**config.mk**
```make
export PLATFORM = sky130hd
export DESIGN_NAME = json_string_unescape_utf8
export DESIGN_NICKNAME = d
export VERILOG_FILES = /design/src/rtl/jsu_pkg.sv /design/src/rtl/jsu_front.sv /design/src/rtl/jsu_queue.sv /design/src/rtl/jsu_back.sv /design/src/rtl/json_string_unescape_utf8.sv
export VERILOG_INCLUDE_DIRS = /design/src /design/src/rtl
export SDC_FILE = /design/constraint.sdc
export NUM_CORES = 1
export LEC_CHECK = 0
export BUFFER_PORTS_ARGS = -buffer_cell sky130_fd_sc_hd__clkbuf_2
export CORE_MARGIN = 4
export CORE_UTILIZATION = 60
export CTS_CLUSTER_SIZE = 16
export DETAILED_ROUTE_END_ITERATION = 7
export GPL_ROUTABILITY_DRIVEN = 0
export PLACE_DENSITY = 0.75
export RECOVER_POWER = 100
export SYNTH_ARGS = -nofsm -noshare
export SYNTH_HDL_FRONTEND = slang
export SYNTH_SLANG_ARGS = --single-unit
```
**constraint.sdc**
```tcl
create_clock -name i_clk -period 6.7 [get_ports i_clk]
set_clock_uncertainty 0.2 [all_clocks]
set_input_delay 1.005 -clock i_clk [delete_from_list [all_inputs] [get_ports i_clk]]
set_output_delay 1.005 -clock i_clk [all_outputs]
set_load 0.005 [all_outputs]
```
**src/rtl/json_string_unescape_utf8_assert.svh**
```systemverilog
// Assertion macros shared by the JSON string unescaper RTL.
// Included by the modules that carry concurrent checks; no other dependencies.
`ifndef JSON_STRING_UNESCAPE_UTF8_ASSERT_SVH
`define JSON_STRING_UNESCAPE_UTF8_ASSERT_SVH

// Property that must hold on every clock edge outside reset.
`define JSU_CHECK(label, clk, rst_n, prop, msg) \
    label: assert property (@(posedge clk) disable iff (!rst_n) (prop)) else $error(msg);

// Condition in one cycle implies a consequence in the following cycle.
`define JSU_CHECK_NEXT(label, clk, rst_n, cond, conseq, msg) \
    label: assert property (@(posedge clk) disable iff (!rst_n) (cond) |=> (conseq)) \
        else $error(msg);

`endif

```
**src/rtl/jsu_pkg.sv**
```systemverilog
// Shared types and constants for the JSON string unescaper.
// Used by the decoder, the job queue, the serializer and the top level.
package jsu_pkg;

    // Result kinds carried in the output tuser.
    localparam logic [1:0] KIND_DATA  = 2'd0;
    localparam logic [1:0] KIND_CLOSE = 2'd1;
    localparam logic [1:0] KIND_ERROR = 2'd2;

    // Default depth of the queue between the decoder and the serializer.
    localparam int JSU_QUEUE_DEPTH = 4;

    // One decoded job: an optional U+FFFD prefix followed by an optional tail.
    // A data tail of length one is a raw byte; longer tails are UTF-8 of cp.
    typedef struct packed {
        logic        fffd;
        logic [1:0]  kind;
        logic [2:0]  len;
        logic [20:0] cp;
    } t_job;

endpackage

```
**src/rtl/jsu_front.sv**
```systemverilog
// Decoder front end: escape and \u state machine, one input word per cycle while i_accept is high.
// Produces one job per word that yields output. Depends on jsu_pkg.
module jsu_front
    import jsu_pkg::*;
(
    input  logic       i_clk,
    input  logic       i_rst_n,
    input  logic       i_accept,
    input  logic [7:0] i_byte,
    input  logic       i_ended,
    output logic       o_push,
    output t_job       o_job
);

    localparam logic [2:0] MODE_PLAIN    = 3'd0;
    localparam logic [2:0] MODE_ESC      = 3'd1;
    localparam logic [2:0] MODE_HEX1     = 3'd2;
    localparam logic [2:0] MODE_HIGH     = 3'd3;
    localparam logic [2:0] MODE_HIGH_ESC = 3'd4;
    localparam logic [2:0] MODE_HEX2     = 3'd5;

    localparam logic [20:0] CP_REPL = 21'h00FFFD;

    logic [2:0]  r_mode, n_mode;
    logic [1:0]  r_count, n_count;
    logic [15:0] r_acc, n_acc;
    logic [9:0]  r_held, n_held;

    // Hex digit value with a valid flag in the top bit.
    function automatic logic [4:0] hex_val(input logic [7:0] b);
        logic [4:0] r;
        r = 5'd0;
        if (b >= 8'h30 && b <= 8'h39) begin
            r = {1'b1, 4'(b - 8'h30)};
        end else if (b >= 8'h61 && b <= 8'h66) begin
            r = {1'b1, 4'(b - 8'h57)};
        end else if (b >= 8'h41 && b <= 8'h46) begin
            r = {1'b1, 4'(b - 8'h37)};
        end
        return r;
    endfunction

    // Number of UTF-8 bytes for a code point.
    function automatic logic [2:0] cp_len(input logic [20:0] cp);
        logic [2:0] r;
        if (cp < 21'h80) begin
            r = 3'd1;
        end else if (cp < 21'h800) begin
            r = 3'd2;
        end else if (cp < 21'h10000) begin
            r = 3'd3;
        end else begin
            r = 3'd4;
        end
        return r;
    endfunction

    logic [4:0]  dig;
    logic        d_ok;
    logic [15:0] v16;
    logic        last_dig;
    logic [20:0] pair_cp;
    logic        do_plain, do_letter, do_single, do_error, do_pair, do_fffd;
    logic        tail_cp;
    logic [20:0] cp_sel;
    t_job        job;

    assign dig      = hex_val(i_byte);
    assign d_ok     = dig[4] && !i_ended;
    assign v16      = {r_acc[11:0], dig[3:0]};
    assign last_dig = (r_count == 2'd3);
    assign pair_cp  = {(11'(r_held) + 11'd64), v16[9:0]};

    // Next state and job for the word on the input.
    always_comb begin
        n_mode    = r_mode;
        n_count   = r_count;
        n_acc     = r_acc;
        n_held    = r_held;
        do_plain  = 1'b0;
        do_letter = 1'b0;
        do_single = 1'b0;
        do_error  = 1'b0;
        do_pair   = 1'b0;
        do_fffd   = 1'b0;
        tail_cp   = 1'b0;
        cp_sel    = 21'd0;
        job       = '0;

        unique case (r_mode)
            MODE_ESC: begin
                if (i_ended) begin
                    do_error = 1'b1;
                end else begin
                    do_letter = 1'b1;
                end
            end
            MODE_HEX1: begin
                if (!d_ok) begin
                    do_error = 1'b1;
                end else if (last_dig) begin
                    do_single = 1'b1;
                end else begin
                    n_count = r_count + 2'd1;
                    n_acc   = v16;
                end
            end
            MODE_HIGH: begin
                if (i_ended) begin
                    do_fffd  = 1'b1;
                    do_error = 1'b1;
                end else if (i_byte == 8'h5C) begin
                    n_mode = MODE_HIGH_ESC;
                end else begin
                    do_fffd  = 1'b1;
                    do_plain = 1'b1;
                end
            end
            MODE_HIGH_ESC: begin
                if (i_ended) begin
                    do_fffd  = 1'b1;
                    do_error = 1'b1;
                end else if (i_byte == 8'h75) begin
                    n_mode  = MODE_HEX2;
                    n_count = 2'd0;
                    n_acc   = 16'd0;
                end else begin
                    do_fffd   = 1'b1;
                    do_letter = 1'b1;
                end
            end
            MODE_HEX2: begin
                if (!d_ok) begin
                    do_fffd  = 1'b1;
                    do_error = 1'b1;
                end else if (last_dig) begin
                    if (v16[15:10] == 6'b110111) begin
                        do_pair = 1'b1;
                    end else begin
                        do_fffd   = 1'b1;
                        do_single = 1'b1;
                    end
                end else begin
                    n_count = r_count + 2'd1;
                    n_acc   = v16;
                end
            end
            default: begin
                // Plain copying; unused codes behave the same way.
                if (i_ended) begin
                    do_error = 1'b1;
                end else begin
                    do_plain = 1'b1;
                end
            end
        endcase

        // Finished steps clear state and return to plain mode; handlers below may override.
        if (do_error || do_plain || do_letter || do_single || do_pair) begin
            n_mode  = MODE_PLAIN;
            n_count = 2'd0;
            n_acc   = 16'd0;
            n_held  = 10'd0;
        end

        job.fffd = do_fffd;

        if (do_error) begin
            job.kind = KIND_ERROR;
            job.len  = 3'd1;
        end

        if (do_plain) begin
            if (i_byte == 8'h22) begin
                job.kind = KIND_CLOSE;
                job.len  = 3'd1;
            end else if (i_byte == 8'h5C) begin
                n_mode = MODE_ESC;
            end else begin
                job.kind = KIND_DATA;
                job.len  = 3'd1;
                job.cp   = {13'd0, i_byte};
            end
        end

        if (do_letter) begin
            job.kind = KIND_DATA;
            job.len  = 3'd1;
            unique case (i_byte)
                8'h22:   job.cp = 21'h22;
                8'h5C:   job.cp = 21'h5C;
                8'h2F:   job.cp = 21'h2F;
                8'h62:   job.cp = 21'h08;
                8'h66:   job.cp = 21'h0C;
                8'h6E:   job.cp = 21'h0A;
                8'h72:   job.cp = 21'h0D;
                8'h74:   job.cp = 21'h09;
                8'h75: begin
                    job.len = 3'd0;
                    n_mode  = MODE_HEX1;
                end
                default: job.kind = KIND_ERROR;
            endcase
        end

        if (do_single) begin
            if (v16[15:10] == 6'b110110) begin
                n_held = v16[9:0];
                n_mode = MODE_HIGH;
            end else if (v16[15:10] == 6'b110111) begin
                tail_cp = 1'b1;
                cp_sel  = CP_REPL;
            end else begin
                tail_cp = 1'b1;
                cp_sel  = {5'd0, v16};
            end
        end

        if (do_pair) begin
            tail_cp = 1'b1;
            cp_sel  = pair_cp;
        end

        if (tail_cp) begin
            job.kind = KIND_DATA;
            job.len  = cp_len(cp_sel);
            job.cp   = cp_sel;
        end
    end

    assign o_job  = job;
    assign o_push = i_accept && (job.fffd || (job.len != 3'd0));

    // Decoder state registers.
    always_ff @(posedge i_clk) begin
        if (!i_rst_n) begin
            r_mode  <= MODE_PLAIN;
            r_count <= 2'd0;
            r_acc   <= 16'd0;
            r_held  <= 10'd0;
        end else if (i_accept) begin
            r_mode  <= n_mode;
            r_count <= n_count;
            r_acc   <= n_acc;
            r_held  <= n_held;
        end
    end

endmodule

```
**src/rtl/jsu_queue.sv**
```systemverilog
// Small job queue between the decoder and the serializer.
// Register array with read and write pointers. Depends on jsu_pkg.
`include "json_string_unescape_utf8_assert.svh"

module jsu_queue
    import jsu_pkg::*;
#(
    parameter int DEPTH = JSU_QUEUE_DEPTH
) (
    input  logic i_clk,
    input  logic i_rst_n,
    input  logic i_push,
    input  t_job i_job,
    output logic o_ready,
    output logic o_valid,
    output t_job o_job,
    input  logic i_pop
);

    localparam int PW = $clog2(DEPTH);
    localparam int CW = $clog2(DEPTH + 1);
    localparam logic [PW-1:0] PTR_LAST = PW'(DEPTH - 1);
    localparam logic [CW-1:0] CNT_FULL = CW'(DEPTH);

    t_job          r_mem [DEPTH];
    logic [PW-1:0] r_wr, r_rd;
    logic [CW-1:0] r_count;

    assign o_ready = (r_count != CNT_FULL);
    assign o_valid = (r_count != '0);
    assign o_job   = r_mem[r_rd];

    // Storage write.
    always_ff @(posedge i_clk) begin
        if (i_push) begin
            r_mem[r_wr] <= i_job;
        end
    end

    // Pointers and fill count.
    always_ff @(posedge i_clk) begin
        if (!i_rst_n) begin
            r_wr    <= '0;
            r_rd    <= '0;
            r_count <= '0;
        end else begin
            if (i_push) begin
                r_wr <= (r_wr == PTR_LAST) ? '0 : r_wr + PW'(1);
            end
            if (i_pop) begin
                r_rd <= (r_rd == PTR_LAST) ? '0 : r_rd + PW'(1);
            end
            if (i_push && !i_pop) begin
                r_count <= r_count + CW'(1);
            end else if (i_pop && !i_push) begin
                r_count <= r_count - CW'(1);
            end
        end
    end

    `JSU_CHECK(a_no_overflow, i_clk, i_rst_n, !(i_push && r_count == CNT_FULL), "queue overflow")
    `JSU_CHECK(a_no_underflow, i_clk, i_rst_n, !(i_pop && r_count == '0), "queue underflow")
    `JSU_CHECK(a_count_range, i_clk, i_rst_n, r_count <= CNT_FULL, "queue count out of range")

endmodule

```
**src/rtl/jsu_back.sv**
```systemverilog
// Serializer back end: expands queued jobs into result words, one per cycle while the output side takes them.
// Holds the output register of the result stream. Depends on jsu_pkg.
`include "json_string_unescape_utf8_assert.svh"

module jsu_back
    import jsu_pkg::*;
(
    input  logic       i_clk,
    input  logic       i_rst_n,
    input  logic       i_valid,
    input  t_job       i_job,
    output logic       o_pop,
    output logic       o_valid,
    output logic [7:0] o_byte,
    output logic [1:0] o_kind,
    output logic       o_last,
    input  logic       i_ready
);

    logic [2:0] r_idx;
    logic       r_valid;
    logic [7:0] r_byte;
    logic [1:0] r_kind;
    logic       r_last;

    logic [2:0] total;
    logic [2:0] j;
    logic       in_prefix;
    logic       is_last;
    logic       load;
    logic [7:0] c_byte;
    logic [1:0] c_kind;

    assign total     = i_job.len + (i_job.fffd ? 3'd3 : 3'd0);
    assign in_prefix = i_job.fffd && (r_idx < 3'd3);
    assign j         = i_job.fffd ? (r_idx - 3'd3) : r_idx;
    assign is_last   = (r_idx == (total - 3'd1));
    assign load      = i_valid && (!r_valid || i_ready);
    assign o_pop     = load && is_last;

    // Byte and kind of the current position within the job.
    always_comb begin
        c_byte = 8'd0;
        c_kind = KIND_DATA;
        if (in_prefix) begin
            unique case (r_idx[1:0])
                2'd0:    c_byte = 8'hEF;
                2'd1:    c_byte = 8'hBF;
                default: c_byte = 8'hBD;
            endcase
        end else if (i_job.kind != KIND_DATA) begin
            c_kind = i_job.kind;
        end else begin
            unique case (i_job.len)
                3'd2: begin
                    c_byte = (j == 3'd0) ? {3'b110, i_job.cp[10:6]}
                                         : {2'b10, i_job.cp[5:0]};
                end
                3'd3: begin
                    unique case (j)
                        3'd0:    c_byte = {4'b1110, i_job.cp[15:12]};
                        3'd1:    c_byte = {2'b10, i_job.cp[11:6]};
                        default: c_byte = {2'b10, i_job.cp[5:0]};
                    endcase
                end
                3'd4: begin
                    unique case (j)
                        3'd0:    c_byte = {5'b11110, i_job.cp[20:18]};
                        3'd1:    c_byte = {2'b10, i_job.cp[17:12]};
                        3'd2:    c_byte = {2'b10, i_job.cp[11:6]};
                        default: c_byte = {2'b10, i_job.cp[5:0]};
                    endcase
                end
                default: c_byte = i_job.cp[7:0];
            endcase
        end
    end

    // Position counter within the current job.
    always_ff @(posedge i_clk) begin
        if (!i_rst_n) begin
            r_idx <= 3'd0;
        end else if (load) begin
            r_idx <= is_last ? 3'd0 : r_idx + 3'd1;
        end
    end

    // Output register.
    always_ff @(posedge i_clk) begin
        if (!i_rst_n) begin
            r_valid <= 1'b0;
        end else if (load) begin
            r_valid <= 1'b1;
        end else if (i_ready) begin
            r_valid <= 1'b0;
        end
    end

    always_ff @(posedge i_clk) begin
        if (load) begin
            r_byte <= c_byte;
            r_kind <= c_kind;
            r_last <= is_last;
        end
    end

    assign o_valid = r_valid;
    assign o_byte  = r_byte;
    assign o_kind  = r_kind;
    assign o_last  = r_last;

    `JSU_CHECK(a_idx_range, i_clk, i_rst_n, r_idx < 3'd6, "job position out of range")
    `JSU_CHECK(a_end_is_last, i_clk, i_rst_n, !(r_valid && r_kind != KIND_DATA) || r_last, "close or error word not marked last")
    `JSU_CHECK_NEXT(a_idx_restart, i_clk, i_rst_n, o_pop, r_idx == 3'd0, "position not cleared after job end")

endmodule

```
**src/rtl/json_string_unescape_utf8.sv**
```systemverilog
// JSON string body unescaper to UTF-8. Accepts one input word per cycle while the queue has room.
// An accepted input passes through the job queue and then the output register before its
// first result word is on the master side, when no earlier job is queued and the master side
// is taking words. Throughput: one result word per cycle while the master side takes them;
// the job queue (QUEUE_DEPTH entries) decouples the decoder while the serializer expands a job.
// Reset: synchronous active-low i_rst_n returns the decoder to plain copying and empties the queue.
module json_string_unescape_utf8
    import jsu_pkg::*;
#(
    parameter int QUEUE_DEPTH = JSU_QUEUE_DEPTH
) (
    input  logic       i_clk,
    input  logic       i_rst_n,
    input  logic       s_axis_tvalid,
    output logic       s_axis_tready,
    input  logic [7:0] s_axis_tdata,   // [7:0] in_byte
    input  logic       s_axis_tuser,   // [0] text_ended
    output logic       m_axis_tvalid,
    input  logic       m_axis_tready,
    output logic [7:0] m_axis_tdata,   // [7:0] out_byte
    output logic [1:0] m_axis_tuser,   // [1:0] kind
    output logic       m_axis_tlast
);

    logic accept;
    logic push;
    t_job front_job;
    logic q_ready;
    logic q_valid;
    t_job q_job;
    logic pop;

    assign s_axis_tready = q_ready;
    assign accept        = s_axis_tvalid && q_ready;

    // Front end: escape decoding.
    jsu_front u_front (
        .i_clk    (i_clk),
        .i_rst_n  (i_rst_n),
        .i_accept (accept),
        .i_byte   (s_axis_tdata),
        .i_ended  (s_axis_tuser),
        .o_push   (push),
        .o_job    (front_job)
    );

    // Job queue between the two halves.
    jsu_queue #(
        .DEPTH (QUEUE_DEPTH)
    ) u_queue (
        .i_clk   (i_clk),
        .i_rst_n (i_rst_n),
        .i_push  (push),
        .i_job   (front_job),
        .o_ready (q_ready),
        .o_valid (q_valid),
        .o_job   (q_job),
        .i_pop   (pop)
    );

    // Back end: UTF-8 serialization into the output register.
    jsu_back u_back (
        .i_clk   (i_clk),
        .i_rst_n (i_rst_n),
        .i_valid (q_valid),
        .i_job   (q_job),
        .o_pop   (pop),
        .o_valid (m_axis_tvalid),
        .o_byte  (m_axis_tdata),
        .o_kind  (m_axis_tuser),
        .o_last  (m_axis_tlast),
        .i_ready (m_axis_tready)
    );

endmodule
```
==> results of run 1 <==
-- cell usage after synthesis (all sizes together), types with 6 or more instances --
master and instances:
ha 20, a21oi 24, nor3 22, buf 16
nor2 34, o21ai 22, nand2 70, mux4 27
edfxtp 119, a22o 11, dfxtp 40, a211oi 9
nor3b 10, nand2b 6, clkbuf 15, nor4 7
inv 27, o21a 6, mux2i 35, nand3 18
and2 11, a31oi 8, nor2b 12
-- layer usage --
| layer | up-vias | wire (µm) |
|---|---|---|
| li1 | 2580 | - |
| met1 | 2748 | 7470 |
| met2 | 220 | 8740 |
| met3 | 36 | 996 |
| met4 | 0 | 413 |
| met5 | - | 0 |
-- worst paths after layout --
| check | slack, ps | from | to | cells after the start |
|---|---|---|---|---|
| worst min register to register | 260 | u_front.r_count[1]$_SDFFE_PN0P_ | u_front.r_count[1]$_SDFFE_PN0P_ | 2 |
| worst min-delay path | 260 | u_front.r_count[1]$_SDFFE_PN0P_ | u_front.r_count[1]$_SDFFE_PN0P_ | 2 |
| worst max-delay path | 1500 | s_axis_tdata[0] | u_queue.r_mem[1][3]$_DFFE_PP_ | 9 |
| worst max register to register | 1800 | register | u_queue.r_count[2]$_SDFFE_PN0P_ | 16 |
-- state kept, by name (all words and copies together) (netlist names), named ones only --
signal and flops:
u_back.o_byte 8, u_front.r_held 10, u_front.r_acc 12, u_front.r_count 2, u_back.o_valid 1, u_queue.r_wr 2, u_queue.r_rd 2, u_back.o_last 1
u_front.r_mode 3, u_back.o_kind 2, u_queue.r_mem 108, u_back.r_idx 3, u_queue.r_count 3
-- per-stage QoR --
stage / utilization [%] / hold WS, ps / worst slack, ps
floorplan: - / 238 / 2710
global placement: 63.3 / 248 / 2140
detailed placement: 63.3 / 260 / 1980
CTS: 67.7 / 269 / 2020
global route: 66.9 / 307 / 1230
finish: 66.9 / 265 / 1500
-- area by class of cell --
cell class,count,share of cell area [%]
clock inverters,10,1.58
multi-input cells,447,39.1
flip-flops and latches,159,49.2
inverters,27,1.14
well taps,176,2.48
repair buffers,31,1.62
clock buffers,21,4.95
-- cells in the final DEF, fill, tap and decap left out, types with 20 or more instances in the layout --
master	count
a21oi_1	24
inv_1	27
o21ai_0	22
mux2i_1	35
mux4_2	27
nor2_1	34
nor3_1	22
edfxtp_1	119
ha_1	20
nand2_1	68
dfxtp_1	40
-- report_power, final --
group          total, mW  internal [mW]  leakage, nW  switching [mW]
Sequential          1.27           1.20         1.45          0.0715
Combinational      0.936          0.404         1.34           0.531
Clock              0.940          0.583        0.273           0.357
Total               3.15           2.19         3.06           0.960
-- cells by family (layout without fill, tap and decap cells) --
logic type	Yosys count	after routing	synth area share (%)
buf+inv	58	89	3.21
simple gates	218	218	14.0
flops	159	159	53.4
xor+xnor	9	9	1.13
fa+ha+maj	21	21	3.30
compound gates	132	132	12.5
mux	67	67	12.4
-- worst reg2reg max path, cell delays in order (launching register included) --
cell and delay (ps):
dfxtp_1 890, buf_4 440, mux4_2 640, inv_1 180, ha_1 170, inv_1 40, ha_1 190, xnor3_1 200
xnor2_1 150, nor4_1 490, inv_1 180, ha_1 240, inv_1 80, fa_1 180, xor2_1 80, or3_1 300
a21boi_0 190
==> qor.yml, run 1 <==
ios: 26
nets: 717
cap_violations: 6
cellLeakagePower_nw: 3.06
synthesis.nets: 698
grt_max_degree: 33
synth_area_per_cell_um2: 12.3
irDropWorstVdd_v: 0.000175
wl_per_cell_um: 20.2
outcome: "complete, but fails checks"
max_slew_margin_pct: -27.8
n_fill_cell: 964
grt_pass1_vias: 5525
cts_root_buffer: "clkbuf_16"
cts.clk_slew.worst_paths_ps: 60
tightest_slew_ps: 1910
drc: 0
period_minus_slack_ps: 5200
use_met3_pct: 4.72
synth-edff-count: 119
hold_path_class: "reg2reg"
finalSetupTns_ps: 0
critPathLaunchType: "primary input"
cp_data_required_time_ps: 6510
top_usage_layer: "met2"
synth_top_area_share_pct: 43.6
grt_pass1_wl_um: 28700
n_antenna_cell: 0
critPathKind: "in2reg"
cts_tree: "yes"
postRouteAntennaNets: 0
first_pass_iters: 6
core_area_um2: 13300
dp.cells: 840
maxSlewViolCount: 138
period_share_pct: 77.6
clock_path_buffers: 2
dieHeight_um: 125
dp_hpwl_um: 12200
p_per_area_nw_per_um2: 354
syn-cell-area_um2: 8190
layout-drive-gt1-share_pct: 12.9
port_buffers: 25
endpoint_kind: "register"
synth.ff_latch_count: 159
antenna_found_initial: 0
use_met1_pct: 30.0
die_x_um: 125
dieArea_um2: 15600
ys_top_cells_by_area: "edfxtp_1, dfxtp_1, mux4_2"
viasPerCell: 6.41
rows: 42
synthArstFlopShare_pct: 0
critPathBufInv: 3
slowest_delay_ps: 1260
clk_latency_ps: 420
crit_fanout: 27
area_delta_synth_final_pct: 8.63
ys.flop_type: "edfxtp_1"
yosysTopAreaCell: "edfxtp_1"
grt_setup_unrepaired: "no"
hold_viol_final: 0
violations: "max-capacitance violations, max-slew violations"
syn_inst: 664
numCtsBuffers: 17
crit_family: "compound AO/OA/AOI/OAI gates"
overflow: 0
placedInstanceArea_um2: 8420
synth-seq-area-share_pct: 53.4
cts_hold_buffers: 0
clock.fmax_mhz: 192
htree_num_levels: 4
grtUsageMet2_pct: 39.4
postCtsSetupBuffers: 0
start_util_pct: 61.6
slowest_stage: "clkbuf_1"
cp_common_cell: "clkbuf_1"
multi_input_comb_area_um2: 3470
worst-endpoint-arrival_ps: 5010
cts_resized: 0
crit_path_cell_trace: "clkbuf_1, inv_1, ha_1, o21bai_1, a2111oi_0, o2111a_1, o41a_1, and2_0, clkbuf_1"
instances_no_fill: 871
cts_num_sinks: 159
final_area_um2: 8890
p_total_mw: 3.15
finalSetupViolCount: 0
drt-initial-drc-count: 545
grt_usage_pct: 23.3
yosysWarnings: 0
synth.distinct_cells: 83
seqCellArea_um2: 4370
drt_wl_total_um: 17600
vias: 5584
(Power assumes the default switching activity.)
==> run 2, diff against run 1 <==
==> constraint.sdc (replaced) <==
create_clock -name i_clk -period 5.2 [get_ports i_clk]
set_clock_uncertainty 0.2 [all_clocks]
set_input_delay 0.78 -clock i_clk [delete_from_list [all_inputs] [get_ports i_clk]]
set_output_delay 0.78 -clock i_clk [all_outputs]
set_load 0.005 [all_outputs]
==> qor.yml, run 2 (same netlist as run 1, synthesis figures left out) <==
setup_ws_ps: 569
cts_resized: 0
vias: 5659
start_util_pct: 61.6
area_delta_synth_final_pct: 8.77
grt_usage_pct: 24.7
core_area_um2: 13300
hold_slack_ps: 264
critPathKind: "in2reg"
finalSetupTns_ps: 0
dp.cells: 841
final_area_um2: 8910
irDropWorstVdd_v: 0.000254
dieHeight_um: 125
tightest_slew_ps: 1700
final_common_cell: "edfxtp_1"
violations: "max-capacitance violations, max-slew violations"
hold_viol_final: 0
n_fill_cell: 949
ios: 26
instances_no_fill: 873
crit_fanout: 27
endpoint_kind: "register"
cp_data_required_time_ps: 5020
max_slew_margin_pct: -13.5
grt_pass1_vias: 5511
maxSlewViolCount: 95
first_pass_iters: 5
wl_per_cell_um: 21.3
hold_path_class: "reg2reg"
dp_hpwl_um: 12400
htree_num_levels: 4
drt_wl_total_um: 18600
worst-endpoint-arrival_ps: 4450
cts_root_buffer: "clkbuf_16"
period_share_pct: 89.1
die_x_um: 125
largest-register: "u_queue.r_mem"
rows: 42
cts.clk_slew.worst_paths_ps: 60
antenna_found_initial: 0
drt-initial-drc-count: 610
postRouteAntennaNets: 0
fin_util_pct: 67.0
viasPerCell: 6.48
outcome: "complete, but fails checks"
finalSetupViolCount: 0
grt_max_degree: 33
postCtsSetupBuffers: 0
cts_num_sinks: 159
clock.fmax_mhz: 216
numCtsBuffers: 17
layout-drive-gt1-share_pct: 13.5
cts_tree: "yes"
grt_setup_unrepaired: "no"
p_per_area_nw_per_um2: 457
grt_pass1_wl_um: 29900
port_buffers: 25
n_antenna_cell: 0
cts_hold_buffers: 0
drc: 0
p_total_mw: 4.07
dp_slack_ps: 825
cellLeakagePower_nw: 3.07
period_minus_slack_ps: 4630
cap_violations: 4
clk_latency_ps: 430
dieArea_um2: 15600
critPathLaunchType: "primary input"
reg.largest.list: "u_queue.r_mem x108, u_front.r_acc x12, u_front.r_held x10"
clock_path_buffers: 2
final_cell_mix: "edfxtp_1, nand2_1, dfxtp_1"
nets: 718
placedInstanceArea_um2: 8430
largest_reg_flops: 108
overflow: 0
-- run 2: cell types whose count changed in the layout (fill, tap and decap cells not counted), sizes merged --
| cell | delta |
|---|---|
| clkbuf | +3 |
| buf | -1 |
| clkinv | +1 |
| bufinv | -1 |
-- run 2: critical path, stage by stage --
cell and delay (ps):
clkbuf_1 160, inv_1 160, ha_1 180, o21bai_1 110, a2111oi_0 890, o2111a_1 370
o41a_1 370, and2_0 180, clkbuf_1 1230
-- run 2: final timing paths --
kind	from	endpoint	slack, ps	cells past startpoint
setup / recovery	s_axis_tdata[0]	u_queue.r_mem[0][1]$_DFFE_PP_	570	9
hold / removal	u_front.r_count[1]$_SDFFE_PN0P_	u_front.r_count[1]$_SDFFE_PN0P_	260	2
setup reg to reg	register	u_queue.r_count[2]$_SDFFE_PN0P_	840	15
hold reg to reg	u_front.r_count[1]$_SDFFE_PN0P_	u_front.r_count[1]$_SDFFE_PN0P_	260	2
-- run 2: power by group --
part           internal [mW]  switching, mW
Clock                  0.730          0.487
Sequential              1.55          0.100
Combinational          0.520          0.684
-- run 2: per-layer routing --
metal / vias to the layer above / GRT usage [%] / routed length (µm)
li1: 2583 / - / -
met1: 2738 / 32.4 / 7410
met2: 299 / 40.4 / 9220
met3: 39 / 6.17 / 1450
met4: 0 / 8.55 / 504
met5: - / 0 / 0
-- run 2: layout make-up --
type,count,area (µm²),share of cell area (%)
multi-input cells,447,3490,39.1
inverters,27,101,1.14
clock inverters,10,114,1.28
well taps,176,220,2.47
clock buffers,22,464,5.21
flip-flops and latches,159,4380,49.1
repair buffers,32,145,1.63
